### src/sv/rpf_pkg.sv
// ----------------------------------------------------------------------------
// rpf_pkg
// Types and constants shared by the receive filter, its cells and channels.
// ----------------------------------------------------------------------------
package rpf_pkg;

   localparam int unsigned HDR_BYTES = 8;
   localparam logic [8:0]  COUNT_MAX = 9'd511;

   // header byte positions
   localparam logic [2:0] POS_MAGIC  = 3'd0;
   localparam logic [2:0] POS_ID     = 3'd1;
   localparam logic [2:0] POS_SUM_LO = 3'd2;
   localparam logic [2:0] POS_SUM_HI = 3'd3;
   localparam logic [2:0] POS_TYPE   = 3'd4;
   localparam logic [2:0] POS_SRC    = 3'd5;
   localparam logic [2:0] POS_DEST   = 3'd6;
   localparam logic [2:0] POS_LENGTH = 3'd7;

   // verdict codes
   localparam logic [3:0] VERDICT_SHORT     = 4'd0;
   localparam logic [3:0] VERDICT_BAD_MAGIC = 4'd1;
   localparam logic [3:0] VERDICT_BAD_SUM   = 4'd2;
   localparam logic [3:0] VERDICT_TRUNC     = 4'd3;
   localparam logic [3:0] VERDICT_ACK       = 4'd4;
   localparam logic [3:0] VERDICT_ANNOUNCE  = 4'd5;
   localparam logic [3:0] VERDICT_NEW       = 4'd6;
   localparam logic [3:0] VERDICT_DUP       = 4'd7;
   localparam logic [3:0] VERDICT_NOT_MINE  = 4'd8;
   localparam logic [3:0] VERDICT_UNKNOWN   = 4'd9;

   // configuration register indexes
   localparam int unsigned CSR_INDEX_W = 3;
   localparam logic [2:0] CSR_MAGIC     = 3'd0;
   localparam logic [2:0] CSR_NODE_ID   = 3'd1;
   localparam logic [2:0] CSR_BROADCAST = 3'd2;
   localparam logic [2:0] CSR_CODE_ACK  = 3'd3;
   localparam logic [2:0] CSR_CODE_ANN  = 3'd4;
   localparam logic [2:0] CSR_CODE_SGL  = 3'd5;

   typedef struct packed {
      logic [7:0] rx_byte;
      logic       last_byte;
   } req_payload_type;

   typedef struct packed {
      logic [3:0] verdict;
      logic [7:0] packet_type;
      logic [7:0] source;
      logic [7:0] destination;
      logic [7:0] packet_id;
      logic [7:0] payload_length;
      logic       ack_due;
   } rsp_payload_type;

   // one entry of the recent-id chain, handed from cell to cell
   typedef struct packed {
      logic       valid;
      logic [7:0] id;
   } entry_type;

endpackage

### src/sv/rpf_channels.sv
// ----------------------------------------------------------------------------
// rpf_channels
// Valid/ready channels carrying received bytes and packet verdicts.
// ----------------------------------------------------------------------------
interface rpf_req_if;
   logic                    valid;
   logic                    ready;
   rpf_pkg::req_payload_type payload;

   modport source (output valid, output payload, input ready);
   modport sink   (input valid, input payload, output ready);
endinterface

interface rpf_rsp_if;
   logic                    valid;
   logic                    ready;
   rpf_pkg::rsp_payload_type payload;

   modport source (output valid, output payload, input ready);
   modport sink   (input valid, input payload, output ready);
endinterface

### src/sv/radio_packet_rx_filter_core.sv
// ----------------------------------------------------------------------------
// radio_packet_rx_filter_core
// The verdict is registered: it is valid in the cycle after the last byte is taken.
// Throughput: one byte per cycle while no verdict waits untaken; a waiting verdict holds off input beats until taken.
// Reset (synchronous) clears packet state, empties the id chain, loads defaults.
// ----------------------------------------------------------------------------
module radio_packet_rx_filter_core #(
   parameter int unsigned DEDUP_DEPTH = 16
) (
   input  logic                             clock,
   input  logic                             reset,
   rpf_req_if.sink                          req_chan,
   rpf_rsp_if.source                        rsp_chan,
   input  logic                             csr_we,
   input  logic [rpf_pkg::CSR_INDEX_W-1:0]  csr_index,
   input  logic [7:0]                       csr_wdata
);
   import rpf_pkg::*;

   // configuration
   logic [7:0] magic_value_ff, my_node_id_ff, broadcast_addr_ff;
   logic [7:0] code_ack_ff, code_announce_ff, code_single_ff;

   always_ff @(posedge clock) begin
      if (reset) begin
         magic_value_ff    <= 8'd0;
         my_node_id_ff     <= 8'd0;
         broadcast_addr_ff <= 8'd255;
         code_ack_ff       <= 8'd2;
         code_announce_ff  <= 8'd1;
         code_single_ff    <= 8'd3;
      end else if (csr_we) begin
         case (csr_index)
            CSR_MAGIC:     magic_value_ff    <= csr_wdata;
            CSR_NODE_ID:   my_node_id_ff     <= csr_wdata;
            CSR_BROADCAST: broadcast_addr_ff <= csr_wdata;
            CSR_CODE_ACK:  code_ack_ff       <= csr_wdata;
            CSR_CODE_ANN:  code_announce_ff  <= csr_wdata;
            CSR_CODE_SGL:  code_single_ff    <= csr_wdata;
            default: ;
         endcase
      end
   end

   // packet state
   logic [8:0]  count_ff, count_in;
   logic [7:0]  hdr_magic_ff, hdr_magic_in;
   logic [7:0]  hdr_id_ff, hdr_id_in;
   logic [15:0] hdr_sum_ff, hdr_sum_in;
   logic [7:0]  hdr_type_ff, hdr_type_in;
   logic [7:0]  hdr_source_ff, hdr_source_in;
   logic [7:0]  hdr_dest_ff, hdr_dest_in;
   logic [7:0]  hdr_length_ff, hdr_length_in;
   logic [15:0] sum_ff, sum_in;

   logic            rsp_valid_ff;
   rsp_payload_type rsp_payload_ff, rsp_payload_in;

   logic       accept;
   logic [7:0] rx_byte;
   logic       last_byte;
   logic       in_header;
   logic [2:0] pos;
   logic [8:0] pay_idx;
   logic       add_byte;

   assign req_chan.ready = !rsp_valid_ff || rsp_chan.ready;
   assign accept         = req_chan.valid && req_chan.ready;
   assign rx_byte        = req_chan.payload.rx_byte;
   assign last_byte      = req_chan.payload.last_byte;

   assign in_header = (count_ff < 9'(HDR_BYTES));
   assign pos       = count_ff[2:0];
   assign pay_idx   = count_ff - 9'(HDR_BYTES);

   always_comb begin
      hdr_magic_in  = hdr_magic_ff;
      hdr_id_in     = hdr_id_ff;
      hdr_sum_in    = hdr_sum_ff;
      hdr_type_in   = hdr_type_ff;
      hdr_source_in = hdr_source_ff;
      hdr_dest_in   = hdr_dest_ff;
      hdr_length_in = hdr_length_ff;
      add_byte      = 1'b0;
      if (in_header) begin
         add_byte = (pos != POS_SUM_LO) && (pos != POS_SUM_HI);
         case (pos)
            POS_MAGIC:  hdr_magic_in     = rx_byte;
            POS_ID:     hdr_id_in        = rx_byte;
            POS_SUM_LO: hdr_sum_in[7:0]  = rx_byte;
            POS_SUM_HI: hdr_sum_in[15:8] = rx_byte;
            POS_TYPE:   hdr_type_in      = rx_byte;
            POS_SRC:    hdr_source_in    = rx_byte;
            POS_DEST:   hdr_dest_in      = rx_byte;
            POS_LENGTH: hdr_length_in    = rx_byte;
            default: ;
         endcase
      end else begin
         // bytes past the declared length are taken but not summed
         add_byte = (pay_idx < {1'b0, hdr_length_ff});
      end
      sum_in   = add_byte ? (sum_ff + {8'd0, rx_byte}) : sum_ff;
      count_in = (count_ff != COUNT_MAX) ? (count_ff + 9'd1) : count_ff;
   end

   // recent-id chain
   entry_type               chain [DEDUP_DEPTH+1];
   logic [DEDUP_DEPTH-1:0]  hit;
   logic                    insert;

   assign chain[0].valid = 1'b1;
   assign chain[0].id    = hdr_id_ff;

   for (genvar g = 0; g < DEDUP_DEPTH; g++) begin : g_cell
      rpf_dedup_cell u_cell (
         .clock     (clock),
         .reset     (reset),
         .shift_en  (insert),
         .entry_in  (chain[g]),
         .cmp_id    (hdr_id_ff),
         .entry_out (chain[g+1]),
         .match     (hit[g])
      );
   end

   // verdict
   logic       is_short, for_me;
   logic [8:0] payload_rx;

   assign is_short   = (count_in < 9'(HDR_BYTES));
   assign payload_rx = count_in - 9'(HDR_BYTES);
   assign for_me     = (hdr_dest_in == broadcast_addr_ff) || (hdr_dest_in == my_node_id_ff);

   always_comb begin
      rsp_payload_in.verdict        = VERDICT_UNKNOWN;
      rsp_payload_in.packet_type    = hdr_type_in;
      rsp_payload_in.source         = hdr_source_in;
      rsp_payload_in.destination    = hdr_dest_in;
      rsp_payload_in.packet_id      = hdr_id_in;
      rsp_payload_in.payload_length = hdr_length_in;
      rsp_payload_in.ack_due        = 1'b0;
      insert                        = 1'b0;
      if (is_short) begin
         rsp_payload_in         = '0;
         rsp_payload_in.verdict = VERDICT_SHORT;
      end else if (hdr_magic_in != magic_value_ff) begin
         rsp_payload_in.verdict = VERDICT_BAD_MAGIC;
      end else if ({1'b0, hdr_length_in} > payload_rx) begin
         rsp_payload_in.verdict = VERDICT_TRUNC;
      end else if (sum_in != hdr_sum_in) begin
         rsp_payload_in.verdict = VERDICT_BAD_SUM;
      end else if (hdr_type_in == code_ack_ff) begin
         rsp_payload_in.verdict = VERDICT_ACK;
      end else if (hdr_type_in == code_announce_ff) begin
         rsp_payload_in.verdict = VERDICT_ANNOUNCE;
      end else if (hdr_type_in == code_single_ff) begin
         if (for_me) begin
            rsp_payload_in.ack_due = 1'b1;
            if (|hit) begin
               rsp_payload_in.verdict = VERDICT_DUP;
            end else begin
               rsp_payload_in.verdict = VERDICT_NEW;
               insert                 = accept && last_byte;
            end
         end else begin
            rsp_payload_in.verdict = VERDICT_NOT_MINE;
         end
      end
   end

   always_ff @(posedge clock) begin
      if (reset) begin
         count_ff      <= '0;
         hdr_magic_ff  <= '0;
         hdr_id_ff     <= '0;
         hdr_sum_ff    <= '0;
         hdr_type_ff   <= '0;
         hdr_source_ff <= '0;
         hdr_dest_ff   <= '0;
         hdr_length_ff <= '0;
         sum_ff        <= '0;
      end else if (accept) begin
         if (last_byte) begin
            // drop packet state, ready for the next header
            count_ff      <= '0;
            hdr_magic_ff  <= '0;
            hdr_id_ff     <= '0;
            hdr_sum_ff    <= '0;
            hdr_type_ff   <= '0;
            hdr_source_ff <= '0;
            hdr_dest_ff   <= '0;
            hdr_length_ff <= '0;
            sum_ff        <= '0;
         end else begin
            count_ff      <= count_in;
            hdr_magic_ff  <= hdr_magic_in;
            hdr_id_ff     <= hdr_id_in;
            hdr_sum_ff    <= hdr_sum_in;
            hdr_type_ff   <= hdr_type_in;
            hdr_source_ff <= hdr_source_in;
            hdr_dest_ff   <= hdr_dest_in;
            hdr_length_ff <= hdr_length_in;
            sum_ff        <= sum_in;
         end
      end
   end

   // result beat register
   always_ff @(posedge clock) begin
      if (reset) begin
         rsp_valid_ff <= 1'b0;
      end else if (accept && last_byte) begin
         rsp_valid_ff <= 1'b1;
      end else if (rsp_chan.ready) begin
         rsp_valid_ff <= 1'b0;
      end
   end

   always_ff @(posedge clock) begin
      if (accept && last_byte) begin
         rsp_payload_ff <= rsp_payload_in;
      end
   end

   assign rsp_chan.valid   = rsp_valid_ff;
   assign rsp_chan.payload = rsp_payload_ff;

endmodule

### src/sv/rpf_dedup_cell.sv
// ----------------------------------------------------------------------------
// rpf_dedup_cell
// One slot of the recent-id chain: holds an id, shifts it on, flags a match.
// ----------------------------------------------------------------------------
module rpf_dedup_cell (
   input  logic               clock,
   input  logic               reset,
   input  logic               shift_en,
   input  rpf_pkg::entry_type entry_in,
   input  logic [7:0]         cmp_id,
   output rpf_pkg::entry_type entry_out,
   output logic               match
);
   import rpf_pkg::*;

   logic       valid_ff;
   logic [7:0] id_ff;
   logic       match_ff;
   logic       match_in;

   assign match_in = valid_ff && (id_ff == cmp_id);

   always_ff @(posedge clock) begin
      if (reset) begin
         valid_ff <= 1'b0;
         match_ff <= 1'b0;
      end else begin
         match_ff <= match_in;
         if (shift_en) begin
            valid_ff <= entry_in.valid;
         end
      end
   end

   always_ff @(posedge clock) begin
      if (shift_en) begin
         id_ff <= entry_in.id;
      end
   end

   assign entry_out.valid = valid_ff;
   assign entry_out.id    = id_ff;
   assign match           = match_ff;

endmodule

### src/flat_wrapper.sv
// flat-port wrapper written by rule: the top's interface ports become plain ports
module radio_packet_rx_filter_core_flat import rpf_pkg::*;
#(
   parameter int unsigned DEDUP_DEPTH = 16
)
  (clock, reset, csr_we, csr_index, csr_wdata, req_chan_valid, req_chan_payload, req_chan_ready, rsp_chan_valid, rsp_chan_payload, rsp_chan_ready);
  rpf_req_if req_chan_i ();
  rpf_rsp_if rsp_chan_i ();
  input  logic clock;
  input  logic reset;
  input  logic csr_we;
  input  logic [rpf_pkg::CSR_INDEX_W-1:0] csr_index;
  input  logic [7:0] csr_wdata;
  input wire logic [$bits(req_chan_i.valid)-1:0] req_chan_valid;
  input wire logic [$bits(req_chan_i.payload)-1:0] req_chan_payload;
  output wire logic [$bits(req_chan_i.ready)-1:0] req_chan_ready;
  output wire logic [$bits(rsp_chan_i.valid)-1:0] rsp_chan_valid;
  output wire logic [$bits(rsp_chan_i.payload)-1:0] rsp_chan_payload;
  input wire logic [$bits(rsp_chan_i.ready)-1:0] rsp_chan_ready;
  assign req_chan_i.valid = req_chan_valid;
  assign req_chan_i.payload = req_chan_payload;
  assign req_chan_ready = req_chan_i.ready;
  assign rsp_chan_valid = rsp_chan_i.valid;
  assign rsp_chan_payload = rsp_chan_i.payload;
  assign rsp_chan_i.ready = rsp_chan_ready;
  radio_packet_rx_filter_core #(.DEDUP_DEPTH(DEDUP_DEPTH)) u_core (.clock(clock), .reset(reset), .req_chan(req_chan_i), .rsp_chan(rsp_chan_i), .csr_we(csr_we), .csr_index(csr_index), .csr_wdata(csr_wdata));
endmodule
### config.mk
export PLATFORM = sky130hd
export DESIGN_NAME = radio_packet_rx_filter_core_flat
export DESIGN_NICKNAME = d
export VERILOG_FILES = /design/src/sv/rpf_pkg.sv /design/src/sv/rpf_channels.sv /design/src/sv/radio_packet_rx_filter_core.sv /design/src/sv/rpf_dedup_cell.sv /design/src/flat_wrapper.sv
export SDC_FILE = /design/constraint.sdc
export NUM_CORES = 1
export LEC_CHECK = 0
export BUFFER_PORTS_ARGS = -buffer_cell sky130_fd_sc_hd__buf_4
export CORE_MARGIN = 2
export CORE_UTILIZATION = 55
export DETAILED_ROUTE_END_ITERATION = 8
export PLACE_DENSITY = 0.72
export SLEW_MARGIN = 40
export SYNTH_ARGS = -nofsm -noshare
export SYNTH_HDL_FRONTEND = slang
export SYNTH_SLANG_ARGS = --single-unit
export TNS_END_PERCENT = 20
### constraint.sdc
create_clock -name clock -period 23.1 [get_ports clock]
set_input_delay 3.465 -clock clock [delete_from_list [all_inputs] [get_ports clock]]
set_output_delay 3.465 -clock clock [all_outputs]
set_load 0.02 [all_outputs]
# After elaboration in Yosys (flattened, before gate mapping)
# Cells that the tools add are included.
[totals]
output_inout_bits = 47
word_cells = 204
regBits = 343
input_bits = 25
[op_classes]
muxes = 47
n_addsub = 4
n_eq_ne = 38
n_reduce_logical = 36
magnitude_cmp = 4
bitwise = 1
[ops]
columns = ["op", "n"]
rows = [
  ["$eq A8 B8 Y1", 21],
  ["$mux W8", 20],
  ["$mux W16", 4],
  ["$logic_and A1 B1 Y1", 19],
  ["$eq A3 B3 Y1 const B", 6],
  ["$lt A9 B4 Y1 const B", 2],
  ["$mux W9", 2],
  ["$sub A9 B4 Y9 const B", 2],
  ["$add A16 B8 Y16", 1],
  ["$ne A16 B16 Y1", 1],
  ["$reduce_or A16 Y1", 1],
  ["$mux W1", 15],
  ["$eq A3 B2 Y1 const B", 4],
  ["$reduce_and A2 Y1", 6],
  ["$add A9 B1 Y9 const B", 1],
  ["$gt A8 B9 Y1", 1],
  ["$lt A9 B8 Y1", 1],
  ["$ne A9 B9 Y1 const B", 1],
  ["$mux W4", 2],
  ["$ne A8 B8 Y1", 1],
  ["$reduce_or A7 Y1", 1],
  ["$eq A3 B1 Y1 const B", 2],
  ["$logic_not A3 Y1", 2],
  ["$mux W3", 2],
  ["9 further kinds", 12],
]

# Logic depth before layout (Yosys ltp)
# Gate-level depths: netlist of the first run.
[logic_depth]
ltp_word = 13
ltp_mapped = 20
mapped_depth_nobuf = 18

# Cells and area by module
# From an unflattened synthesis of the first run, not the netlist that was laid out.
[unflattened]
hier_cells = 1628
hier_area_um2 = 16653.5
[modules_own_cells]
columns = ["mod", "seq_area_each_um2", "area_each_um2", "n_inst", "cells_per_inst"]
rows = [
  ["radio_packet_rx_filter_core", 4113.9, 10247.3, 1, 1228],
  ["rpf_dedup_cell", 280.3, 400.4, 16, 25],
]

# Worst setup path before layout of the first run
# OpenSTA, ideal clock, no wires.
[synth_path]
kind = "input to register"
startpoint = "input port req_chan_payload[1]"
endpoint = "register u_core.g_cell[0].u_cell.id_ff[0], enable pin"
path_buffers = 0
t_arrival_ns = 9.143
setup_ns = 0.500
cell_stages = 10
required_ns = 22.600
setup_slack_ns = 13.457
path_cell_list = "ha_1 -> fa_1 -> a211oi_1 -> o21bai_1 -> a21oi_1 -> xnor3_1 -> or4_1 -> a222oi_1 -> o2111a_1 -> and4_1"
[synth_via]
elab_chain_cells = 12
elab_cells_between_ends = 30
classes_between = "add/sub (1); order compare (1); eq/ne (7); mux (20); reduce/logical (1)"
[synth_rtl]
columns = ["item", "line_no", "rtl"]
rows = [
  ["start, declared", "flat_wrapper.sv:15", "input wire logic [$bits(req_chan_i.payload)-1:0] req_chan_payload;"],
  ["branches (longest 10 deep; another with $add A16 B8 Y16)", "n/a", ""],
  ["$mux W1 *", "radio_packet_rx_filter_core.sv:146", "end else if (hdr_magic_in != magic_value_ff) begin"],
  ["$mux W1 *", "radio_packet_rx_filter_core.sv:143", "if (is_short) begin"],
  ["net u_core.g_cell[0].u_cell.shift_en", "rpf_dedup_cell.sv:8", "input logic shift_en,"],
  ["end signal, assigned", "rpf_dedup_cell.sv:37", "id_ff <= entry_in.id;"],
  ["end, declared", "rpf_dedup_cell.sv:17", "logic [7:0] id_ff;"],
]
# Mark *: on every way through the listed nets, which the timed path passes.
# A chain may end at the register's enable or synchronous reset.

# Final worst setup path of the first run
[layout_path]
startpoint = "input port req_chan_payload[1]"
endpoint = "register u_core.g_cell[5].u_cell.id_ff[2], enable pin"
[layout_via]
elab_chain_cells = 12
elab_cells_between_ends = 30
classes_between = "add/sub (1); order compare (1); eq/ne (7); mux (20); reduce/logical (1)"
[layout_rtl]
columns = ["item", "line_no"]
rows = [
  ["branches (longest 10 deep; another with $add A16 B8 Y16)", "n/a"],
  ["$mux W1 *", "radio_packet_rx_filter_core.sv:146"],
  ["$mux W1 *", "radio_packet_rx_filter_core.sv:143"],
  ["net u_core.g_cell[0].u_cell.shift_en", "rpf_dedup_cell.sv:8"],
  ["end signal, assigned", "rpf_dedup_cell.sv:37"],
  ["end, declared", "rpf_dedup_cell.sv:17"],
]
# Marked as above.

==> results of run 1 <==
## sequential cells by signal, summed over array words and instances, names as in the netlist, 9 cells and up
| register | cells |
|---|---|
| u_core.g_cell.u_cell.id_ff | 128 |
| u_core.rsp_chan.payload | 45 |
| u_core.g_cell.u_cell.match | 16 |
| u_core.g_cell.u_cell.valid_ff | 16 |
| u_core.hdr_sum_ff | 16 |
| u_core.sum_ff | 16 |
| u_core.count_ff | 9 |
## worst min path at each step
stage                                                             end  slack, ns  cells after the start
after floorplan            u_core.g_cell[0].u_cell.id_ff[0]$_DFFE_PP_       0.41                      0
after global placement    u_core.g_cell[11].u_cell.id_ff[7]$_DFFE_PP_       0.45                      0
after detailed placement   u_core.g_cell[9].u_cell.id_ff[0]$_DFFE_PP_       0.46                      0
after CTS                  u_core.g_cell[9].u_cell.id_ff[0]$_DFFE_PP_       0.46                      0
after global routing       u_core.g_cell[9].u_cell.id_ff[0]$_DFFE_PP_       0.48                      0
final                      u_core.g_cell[9].u_cell.id_ff[0]$_DFFE_PP_       0.46                      0
## synthesized netlist by cell type (4+ instances only)
library cell and number:
nor4_1 32, a211o_1 10, and2_1 15, nand4_1 42, inv_1 35, nor2b_1 31, and3_1 26, dfxtp_1 170
buf_2 6, o22ai_1 4, nand3_1 31, o21ai_1 8, and4_1 8, a221oi_1 5, a211oi_1 10, a21oi_1 111
o21a_1 5, o31ai_1 8, clkbuf_1 76, buf_1 7, nand2b_1 23, nor3b_1 4, ha_1 32, o2111ai_1 4
or4_1 9, mux2_2 7, a31oi_1 9, xnor2_1 138, o21ai_0 27, nor3_1 24, edfxtp_1 173, nand2_1 128
a32oi_1 7, o211ai_1 7, a222oi_1 4, a22oi_1 62, xor2_1 48, nor2_1 144, nand3b_1 5, a21o_1 8
mux2i_1 52
## critical path, cell delays in order
cell	delay (ns)
buf_4	0.20
ha_1	0.30
fa_1	0.44
a211oi_1	0.30
o21bai_1	0.12
a21oi_1	0.41
xnor3_1	0.39
or4_1	0.53
a222oi_1	0.26
o2111a_1	0.29
and4_4	0.63
buf_6	0.68
## routing by layer
metal | share of wire (%) | wire (um)
met1 | 44 | 18600
met2 | 46 | 19200
met3 | 7.2 | 3030
met4 | 2.6 | 1100
met5 | 0 | 0
## kinds of logic after synthesis
group	Yosys count
AND/OR/NAND/NOR	544
flip-flops	343
AO/OA/AOI/OAI	322
XOR/XNOR	187
buffers and inverters	128
multiplexers	59
adder cells (fa/ha/maj)	33
## power by group
part           switching (mW)  leakage [nW]  internal [mW]
logic                  0.0520          2.86         0.0280
registers             0.00558          2.95          0.641
clock network           0.244         0.636          0.369
## per-stage QoR
step,hold slack [ns],setup slack [ns],std cells
after detailed placement,0.455,14.63,2000
final,0.463,15.13,2068
after global placement,0.449,14.49,1999
after global routing,0.479,14.86,2068
after floorplan,0.406,13.46,1616
after CTS,0.465,15.18,2068
## layout make-up
class                   count  share of cell area [%]
flip-flops and latches    343                    45.7
inverters                  35                   0.711
clock buffers              53                    6.05
well taps                 390                    2.59
repair buffers             87                    3.51
clock inverters            15                   0.831
multi-input cells        1145                    40.6
==> reports/summary.txt, run 1 <==
Routed WL = 42000 um
Ports = 72
LEAKAGE = 6.45 nW
largest family of logic cells by synthesized area = simple AND/OR/NAND/NOR gates
total gr overflow = 0
first-pass GRT wire length = 65100 um
FF-to-FF End = u_core.g_cell[5].u_cell.id_ff[2]$_DFFE_PP_
CP startpoint kind = input port
Sink Count = 343
Placer Congestion = 0.918
leading post-synthesis cells by cell area = edfxtp_1, dfxtp_1, xnor2_1, a21oi_1, nor2_1
GR Util met1 = 37.4%
achievable clock frequency = 0.125 GHz
Max clock buf depth = 3
sequential area share after synthesis = 51.4%
ANT cells = 0
worst path arrival time = 8.13 ns
Initial Util = 56.1%
vias in the first global route = 11828
Pwr Total = 1.34 mW
antenna viol nets, final = 0
Hold Path Origin = u_core.g_cell[8].u_cell.id_ff[0]$_DFFE_PP_
Final Cell Area = 18800 um2
Area Growth Syn to Fin = 12.6%
first-pass iteration count of the detailed router = 6
Final Max Tran Viols = 0
number of synthesized register bits = 343
post-synth top area cell = edfxtp_1
PwrDens = 71.2 nW/um2
post_cts resized = 0
NumNets Final = 1707
Synth Instances = 1616
multi-input logic area = 7650 um2
Max Cap Viol = 0
post-synth top area share = 31.1%
Slew @ Worst Pin = 0.865 ns
Post-Synth XOR/XNOR Area = 9.88%
Hold Violations, Final = 0
distinct cell type count after synthesis = 79
die width = 178 um
length in cells of the worst reg-to-reg path = 15
aggregate global-route resource usage = 26.3%
Mean Syn Cell Area = 10.3 um2
Worst Path Max Fanout = 91
Cell Area, Placed = 17500 um2
required time worst endpoint = 23.25 ns
met2 Usage GRT = 41.2%
Fin Setup TNS = 0 ns
vias per cell = 6.10
Setup crit start = req_chan_payload[1]
Synth Flop Type = edfxtp_1
Core ar. = 29800 um2
VDD IR-drop max = 43.8 uV
Synth Area in Compound Gates = 13.0%
Async SR Flop Fraction = 0%
multiplexer area fraction after synthesis = 3.58%
leading cell type in the layout, fill and taps excluded = edfxtp_1
Worst Clk Skew = 0.0162 ns
DP Wirelength = 28100 um
R2R setup slack = 16.71 ns
Worst slew margin = 42.2%
die footprint = 31800 um2
Hold Crit Class = reg2reg
initial DRC count = 1276
GR Util met3 = 4.18%
TritonCTS clock tree = yes
CTS root buf = clkbuf_16
DR DRC count = 0
fin util = 63.2%
ratio of cells with drive above 1 in the final layout = 11.0%
TritonCTS buffer count = 37
Synth Area in Adders = 2.51%
CTS clk-pin slew, worst paths = 0.06 ns
die height = 178 um
routed len/inst = 20.3 um
status = finished, final reports clean
Row Count = 63
Ys Warns = 0
critical path class = in2reg
routed via count = 12608
Syn Nets = 1674
htree depth = 2
crit path to = u_core.g_cell[5].u_cell.id_ff[2]$_DFFE_PP_
Setup Fix Bufs, Post-CTS = 0
Final min period = 7.97 ns
hold_buf cts = 0
fill count = 2394
Most Crowded Layer GR = met2
register area = 8600 um2
simple-gate share of the synthesized area = 16.5%
largest net degree at the start of global routing = 96
Finish-stage setup viols = 0
unrepaired setup endpoints after global routing = no
most frequent cells in the layout = edfxtp_1, dfxtp_1, nor2_1
crit path capture type = flop
Skew-Pair Late Insertion Delay = 0.53 ns
post-synthesis cell area = 16700 um2
initial antenna violation count = 0
worst flop-to-flop path startpoint = u_core.count_ff[3]$_SDFFE_PP0P_
number of synthesized flops with an enable pin = 173
fraction of the cycle the final worst path needs = 34.5%
IO buf count = 71
Power figures use the tool's default switching activity.
==> inputs of run 2 (changes only) <==
--- a/config.mk
+++ b/config.mk
@@ -5,11 +5,12 @@
 export SDC_FILE = /design/constraint.sdc
 export NUM_CORES = 1
 export LEC_CHECK = 0
+export ABC_AREA = 1
 export BUFFER_PORTS_ARGS = -buffer_cell sky130_fd_sc_hd__buf_4
 export CORE_MARGIN = 2
 export CORE_UTILIZATION = 55
 export DETAILED_ROUTE_END_ITERATION = 8
-export PLACE_DENSITY = 0.72
+export PLACE_DENSITY = 0.75
 export SLEW_MARGIN = 40
 export SYNTH_ARGS = -nofsm -noshare
 export SYNTH_HDL_FRONTEND = slang
==> constraint.sdc (replaced) <==
create_clock -name clock -period 7.09 [get_ports clock]
set_input_delay 1.0635 -clock clock [delete_from_list [all_inputs] [get_ports clock]]
set_output_delay 1.0635 -clock clock [all_outputs]
set_load 0.02 [all_outputs]
==> run 2 against run 1 <==
  * Critical path depth grew 5
  * Final area down 0.23%
  * Clock power increased to 3.1 times the previous value
  * Worst setup slack got worse by 13 ns
  * Critical path type is now reg2reg
  * Critical endpoint is now u_core.g_cell[10].u_cell.id_ff[6]$_DFFE_PP_
  * Highest routed layer unchanged
==> reports/summary.txt, run 2 <==
routed len/inst = 17.9 um (was 20.3 um)
ANT cells = 0 (unchanged)
fill count = 2467 (was 2394)
DR DRC count = 0 (unchanged)
vias per cell = 5.71 (was 6.10)
DP Wirelength = 28700 um (was 28100 um)
Setup Fix Bufs, Post-CTS = 0 (unchanged)
Hold Crit Class = reg2reg (unchanged)
die width = 179 um (was 178 um)
synth cell count leaders = nand2_1, nor2_1, inv_1, edfxtp_1, dfxtp_1 (was edfxtp_1, dfxtp_1, nor2_1, xnor2_1, nand2_1)
Routed WL = 43700 um (was 42000 um)
Finish-stage setup viols = 0 (unchanged)
Most flops, register = u_core.g_cell.u_cell.id_ff (unchanged)
die height = 179 um (was 178 um)
GR Util met1 = 36.2% (was 37.4%)
total gr overflow = 0 (unchanged)
Sink Count = 343 (unchanged)
Async SR Flop Fraction = 0% (unchanged)
required time worst endpoint = 7.24 ns (was 23.25 ns)
routed via count = 13919 (was 12608)
most common cell in the synthesized netlist = nand2_1 (was edfxtp_1)
vias in the first global route = 12848 (was 11828)
non-filler cells, final = 2439 (was 2068)
worst flop-to-flop path startpoint = u_core.count_ff[4]$_SDFFE_PP0P_ (was u_core.count_ff[3]$_SDFFE_PP0P_)
TritonCTS buffer count = 37 (unchanged)
Area Growth Syn to Fin = 11.8% (was 12.6%)
unrepaired setup endpoints after global routing = no (unchanged)
CP startpoint kind = flop (was input port)
NumNets Final = 2078 (was 1707)
TritonCTS clock tree = yes (unchanged)
initial antenna violation count = 0 (unchanged)
number of synthesized flops with an enable pin = 173 (unchanged)
Placer Congestion = 0.915 (was 0.918)
Fin Setup TNS = 0 ns (unchanged)
Mean Syn Cell Area = 8.47 um2 (was 10.3 um2)
register area = 8600 um2 (unchanged)
Ys Warns = 0 (unchanged)
post_cts resized = 0 (unchanged)
sequential area share after synthesis = 51.2% (was 51.4%)
fraction of the cycle the final worst path needs = 73.1%
post-synth top area cell = edfxtp_1 (unchanged)
hold_buf cts = 0 (unchanged)
critical path class = reg2reg (was in2reg)
most frequent cells in the layout = nand2_1, nor2_1, inv_1 (was edfxtp_1, dfxtp_1, nor2_1)
Worst Clk Skew = 0.0215 ns (was 0.0162 ns)
Most Crowded Layer GR = met2 (unchanged)
Row Count = 63 (unchanged)
status = finished, final reports clean (unchanged)
antenna viol nets, final = 0 (unchanged)
Syn Nets = 2042 (was 1674)
VDD IR-drop max = 157 uV (was 43.8 uV)
Synth Instances = 1984 (was 1616)
Ports = 72 (unchanged)
Worst slew margin = 41.3% (was 42.2%)
max reg flops = 128 (unchanged)
PwrDens = 230 nW/um2 (was 71.2 nW/um2)
CTS root buf = clkbuf_16 (unchanged)
post-synthesis cell area = 16800 um2 (was 16700 um2)
Skew-Pair Late Insertion Delay = 0.53 ns (about the same)
initial DRC count = 1521 (was 1276)
die footprint = 32000 um2 (was 31800 um2)
Hold Violations, Final = 0 (unchanged)
placed cell count = 2371 (was 2000)
htree depth = 2 (unchanged)
distinct cell type count after synthesis = 51 (was 79)
Core ar. = 29900 um2 (was 29800 um2)
Max clock buf depth = 3 (unchanged)
leading post-synthesis cells by cell area = edfxtp_1, dfxtp_1, nand2_1, nor2_1, xor2_1 (was edfxtp_1, dfxtp_1, xnor2_1, a21oi_1, nor2_1)
met2 Usage GRT = 44.4% (was 41.2%)
crit path capture type = flop (unchanged)
leading cell type in the layout, fill and taps excluded = nand2_1 (was edfxtp_1)
Synth Flop Type = edfxtp_1 (unchanged)
Hold Path Origin = u_core.g_cell[4].u_cell.id_ff[0]$_DFFE_PP_ (was u_core.g_cell[8].u_cell.id_ff[0]$_DFFE_PP_)
Initial Util = 56.2% (was 56.1%)
number of synthesized register bits = 343 (unchanged)
R2R setup slack = 1.91 ns (was 16.71 ns)
LEAKAGE = 7.70 nW (was 6.45 nW)
aggregate global-route resource usage = 27.2% (was 26.3%)
worst path arrival time = 5.33 ns (was 8.13 ns)
Setup crit start = u_core.count_ff[4]$_SDFFE_PP0P_ (was req_chan_payload[1])
Final min period = 5.18 ns
Worst Path Max Fanout = 128 (was 91)
IO buf count = 71 (unchanged)
Slew @ Worst Pin = 0.879 ns (was 0.865 ns)
post-synth top area share = 30.9% (was 31.1%)
CTS clk-pin slew, worst paths = 0.06 ns (about the same)
largest net degree at the start of global routing = 129 (was 96)
GR Util met3 = 4.33% (was 4.18%)
Final Max Tran Viols = 0 (unchanged)
achievable clock frequency = 0.193 GHz
first-pass GRT wire length = 67800 um (was 65100 um)
ratio of cells with drive above 1 in the final layout = 8.98% (was 11.0%)
Pwr Total = 4.32 mW (was 1.34 mW)
multi-input logic area = 7080 um2 (was 7650 um2)
Max Cap Viol = 0 (unchanged)
first-pass iteration count of the detailed router = 6 (unchanged)
## run 2: cell count changes after synthesis, sizes merged, moves of 62 or more
cell,before,now
nand3,31,111
o21ai,35,100
xnor2,138,27
a22oi,62,0
nand2,128,442
nor2,145,256
inv,35,200
## run 2: power by group
group / internal, mW / total, mW / switching, mW
Sequential: 2.09 / 2.11 / 0.0189
Combinational: 0.0895 / 0.287 / 0.197
Clock: 1.15 / 1.92 / 0.777
Total: 3.33 / 4.32 / 0.993
## run 2: path summary, 6_finish.rpt
path	endpoint	cells after the start
worst max-delay path	u_core.g_cell[10].u_cell.id_ff[6]$_DFFE_PP_	17
worst min-delay path	u_core.g_cell[5].u_cell.id_ff[0]$_DFFE_PP_	0
worst max register to register	u_core.g_cell[10].u_cell.id_ff[6]$_DFFE_PP_	17
worst min register to register	u_core.g_cell[5].u_cell.id_ff[0]$_DFFE_PP_	0
## run 2: metal layers
metal  vias up  wire (um)  part of all wire (%)
met5         -          0                     0
met4         0       1710                   3.9
met3       123       3410                   7.8
met2       591      20300                    46
met1      6527      18300                    42
li1       6678          -                     -
## run 2: cell type report
cell class	count	area share, %
sequential	343	45.8
clock buffer	60	6.11
clock inverter	8	0.373
multi-input combinational	1351	37.7
inverter	207	4.17
tap	390	2.60
timing repair buffer	80	3.28
## run 2: kinds of logic after synthesis
family | count (synthesis) | synth area share (%)
XOR/XNOR | 112 | 5.84
flip-flops | 343 | 51.2
adder cells (fa/ha/maj) | 33 | 2.50
AND/OR/NAND/NOR | 893 | 22.8
buffers and inverters | 290 | 6.87
AO/OA/AOI/OAI | 313 | 10.8
## run 2: critical path, stage by stage, from the launching register on
cell	delay, ns
dfxtp_1	0.43
inv_1	0.10
ha_1	0.26
nand4_4	0.17
clkinv_4	0.22
nand2_2	0.32
and2_1	0.63
nand2_1	0.59
nand2_1	0.29
nand2_1	0.10
nand2_1	0.07
nand2_1	0.04
nor2_1	0.13
nand2_1	0.08
nor2_1	0.30
nand3_4	0.21
nor3_4	0.19
buf_12	0.48
## run 2: per-stage QoR
step	cell area, um2	utilization (%)	setup WS (ns)	hold WS (ns)
after CTS	18800	62.9	2.05	0.449
final	18800	62.9	1.91	0.450
after detailed placement	17600	58.8	2.08	0.435
after floorplan	16800	-	0.486	0.406
after global routing	18800	62.9	1.60	0.451
after global placement	17600	58.8	2.20	0.433
==> inputs of run 3 (changes only) <==
--- a/config.mk
+++ b/config.mk
@@ -5,7 +5,7 @@
 export SDC_FILE = /design/constraint.sdc
 export NUM_CORES = 1
 export LEC_CHECK = 0
-export ABC_AREA = 1
+export ABC_AREA = 0
 export BUFFER_PORTS_ARGS = -buffer_cell sky130_fd_sc_hd__buf_4
 export CORE_MARGIN = 2
 export CORE_UTILIZATION = 55
==> constraint.sdc (replaced) <==
create_clock -name clock -period 4.6 [get_ports clock]
set_input_delay 0.69 -clock clock [delete_from_list [all_inputs] [get_ports clock]]
set_output_delay 0.69 -clock clock [all_outputs]
set_load 0.02 [all_outputs]
==> run 3 against run 2 <==
  * Non-clock buffer count grew 49
  * Global-route usage grew 0.20 points
  * Register-to-register slack got worse by 1.7 ns
  * Clock-buffer cell count is 11 lower
  * Flip-flop and latch count is the same
  * Wire length grew 0.59%
==> reports/summary.txt, run 3 (synthesis gave the netlist of run 1 again) <==
hold path depth = 2 (was 0)
Pwr Total = 6.47 mW (was 4.32 mW)
Routed WL = 43900 um (was 43700 um)
first-pass GRT wire length = 67200 um (was 67800 um)
htree depth = 2 (unchanged)
Row Count = 63 (unchanged)
Worst path slowest cell = or4b_4 (was and2_1)
fraction of the cycle the final worst path needs = 95.6% (was 73.1%)
DR DRC count = 0 (unchanged)
achievable clock frequency = 0.227 GHz (was 0.193 GHz)
vias in the first global route = 12270 (was 12848)
required time worst endpoint = 4.81 ns (was 7.24 ns)
Max clock buf depth = 3 (unchanged)
largest net degree at the start of global routing = 109 (was 129)
Most flops, register = u_core.g_cell.u_cell.id_ff (unchanged)
Worst Clk Skew = 0.0102 ns (was 0.0215 ns)
Buffers & Inverters on Critical Path = 4 (was 3)
top routing layer used = met4 (unchanged)
die footprint = 31800 um2 (was 32000 um2)
Hold Path Origin = csr_wdata[6] (was u_core.g_cell[4].u_cell.id_ff[0]$_DFFE_PP_)
CP Cell Sequence = inv_4 > ha_4 > or4b_4 > buf_4 > nor4_2 > buf_4 > mux2i_1 > a2bb2o_1 > nor4_2 > o21ai_1 > nor3_1 > and4_4 > buf_4 (was inv_1 > ha_1 > nand4_4 > clkinv_4 > nand2_2 > and2_1 > nand2_1 > nand2_1 > nand2_1 > nand2_1 > nand2_1 > nor2_1 > nand2_1 > nor2_1 > nand3_4 > nor3_4 > buf_12)
NumNets Final = 1749 (was 2078)
die width = 178 um (was 179 um)
PwrDens = 338 nW/um2 (was 230 nW/um2)
Worst Hold Slack = 0.462 ns (was 0.450 ns)
DP Wirelength = 29600 um (was 28700 um)
CTS clk-pin slew, worst paths = 0.06 ns (about the same)
IO buf count = 71 (unchanged)
Worst slew margin = 45.3% (was 41.3%)
Finish-stage setup viols = 0 (unchanged)
total gr overflow = 0 (unchanged)
crit path capture type = flop (unchanged)
Worst Path Max Fanout = 13 (was 128)
routed via count = 12948 (was 13919)
initial antenna violation count = 0 (unchanged)
M1 wire length = 19100 um (was 18300 um)
critical path class = reg2reg (unchanged)
Ports = 72 (unchanged)
Area Growth Syn to Fin = 14.5% (was 11.8%)
Final Max Tran Viols = 0 (unchanged)
routed len/inst = 20.8 um (was 17.9 um)
WP depth = 13 (was 17)
Hold Violations, Final = 0 (unchanged)
Placer Congestion = 0.921 (was 0.915)
hold_buf cts = 0 (unchanged)
CP peak stage delay = 0.50 ns (was 0.63 ns)
TritonCTS clock tree = yes (unchanged)
CP startpoint kind = flop (unchanged)
length in cells of the worst reg-to-reg path = 13 (was 17)
LEAKAGE = 6.59 nW (was 7.70 nW)
first-pass iteration count of the detailed router = 6 (unchanged)
ratio of cells with drive above 1 in the final layout = 13.9% (was 8.98%)
Initial Util = 56.1% (was 56.2%)
die height = 178 um (was 179 um)
Hold Crit Class = in2reg (was reg2reg)
TritonCTS buffer count = 36 (was 37)
met2 WL = 20200 um (was 20300 um)
antenna viol nets, final = 0 (unchanged)
Max Cap Viol = 0 (unchanged)
CTS root buf = clkbuf_16 (unchanged)
initial DRC count = 1399 (was 1521)
leading cell type in the layout, fill and taps excluded = edfxtp_1 (was nand2_1)
DR WL met3 = 3530 um (was 3410 um)
Core ar. = 29800 um2 (was 29900 um2)
Skew-Pair Late Insertion Delay = 0.52 ns (was 0.53 ns)
Slew @ Worst Pin = 0.819 ns (was 0.879 ns)
status = finished, final reports clean (unchanged)
worst path arrival time = 4.61 ns (was 5.33 ns)
cell family with the largest share of critical-path delay = simple AND/OR/NAND/NOR gates (unchanged)
Sink Count = 343 (unchanged)
VDD IR-drop max = 284 uV (was 157 uV)
Setup crit start = u_core.count_ff[3]$_SDFFE_PP0P_ (was u_core.count_ff[4]$_SDFFE_PP0P_)
aggregate global-route resource usage = 27.4% (was 27.2%)
max reg flops = 128 (unchanged)
CP dominant cell by count = buf_4 (was nand2_1)
worst flop-to-flop path startpoint = u_core.count_ff[3]$_SDFFE_PP0P_ (was u_core.count_ff[4]$_SDFFE_PP0P_)
vias per cell = 6.14 (was 5.71)
fin util = 64.2% (was 62.9%)
ANT cells = 0 (unchanged)
most frequent cells in the layout = edfxtp_1, dfxtp_1, nor2_1 (was nand2_1, nor2_1, inv_1)
Final min period = 4.40 ns (was 5.18 ns)
-- run 3: repair_timing --
action / in CTS / in global routing
setup buffers: 0 / 4
setup endpoints to repair: 0 / 144
gates resized for setup: 0 / 8
-- run 3: area by class of cell --
cell class | count | area (um2)
clock buffer | 49 | 1020
clock inverter | 16 | 124
fill | 2354 | 10700
inverter | 35 | 136
multi-input combinational | 1146 | 7730
sequential | 343 | 8610
tap | 390 | 488
timing repair buffer | 129 | 1040
-- run 3: stage by stage --
step,worst slack (ns),std cells,cell area [um2],TNS [ns]
after floorplan,-0.175,1616,16800,-22.40
after global placement,0.107,2037,17900,0
after detailed placement,0.0991,2037,17900,0
after CTS,0.170,2102,19000,0
after global routing,-0.0153,2108,19100,-0.478
final,0.200,2108,19100,0
-- run 3: final timing paths --
path	endpoint	slack (ns)
setup / recovery	u_core.g_cell[15].u_cell.id_ff[4]$_DFFE_PP_	0.20
hold / removal	u_core.broadcast_addr_ff[6]$_SDFFE_PP1P_	0.46
setup reg to reg	u_core.g_cell[15].u_cell.id_ff[4]$_DFFE_PP_	0.20
hold reg to reg	u_core.g_cell[9].u_cell.id_ff[2]$_DFFE_PP_	0.47
-- run 3: metal layers --
layer | vias to the layer above | GRT usage [%]
met5 | - | 0
met4 | 0 | 8.67
met3 | 81 | 4.73
met2 | 505 | 43.3
met1 | 6318 | 38.4
li1 | 6044 | -
-- run 3: power breakdown --
| part | switching [mW] | internal (mW) |
|---|---|---|
| registers | 0.0262 | 3.22 |
| clock network | 1.18 | 1.62 |
| logic | 0.275 | 0.147 |
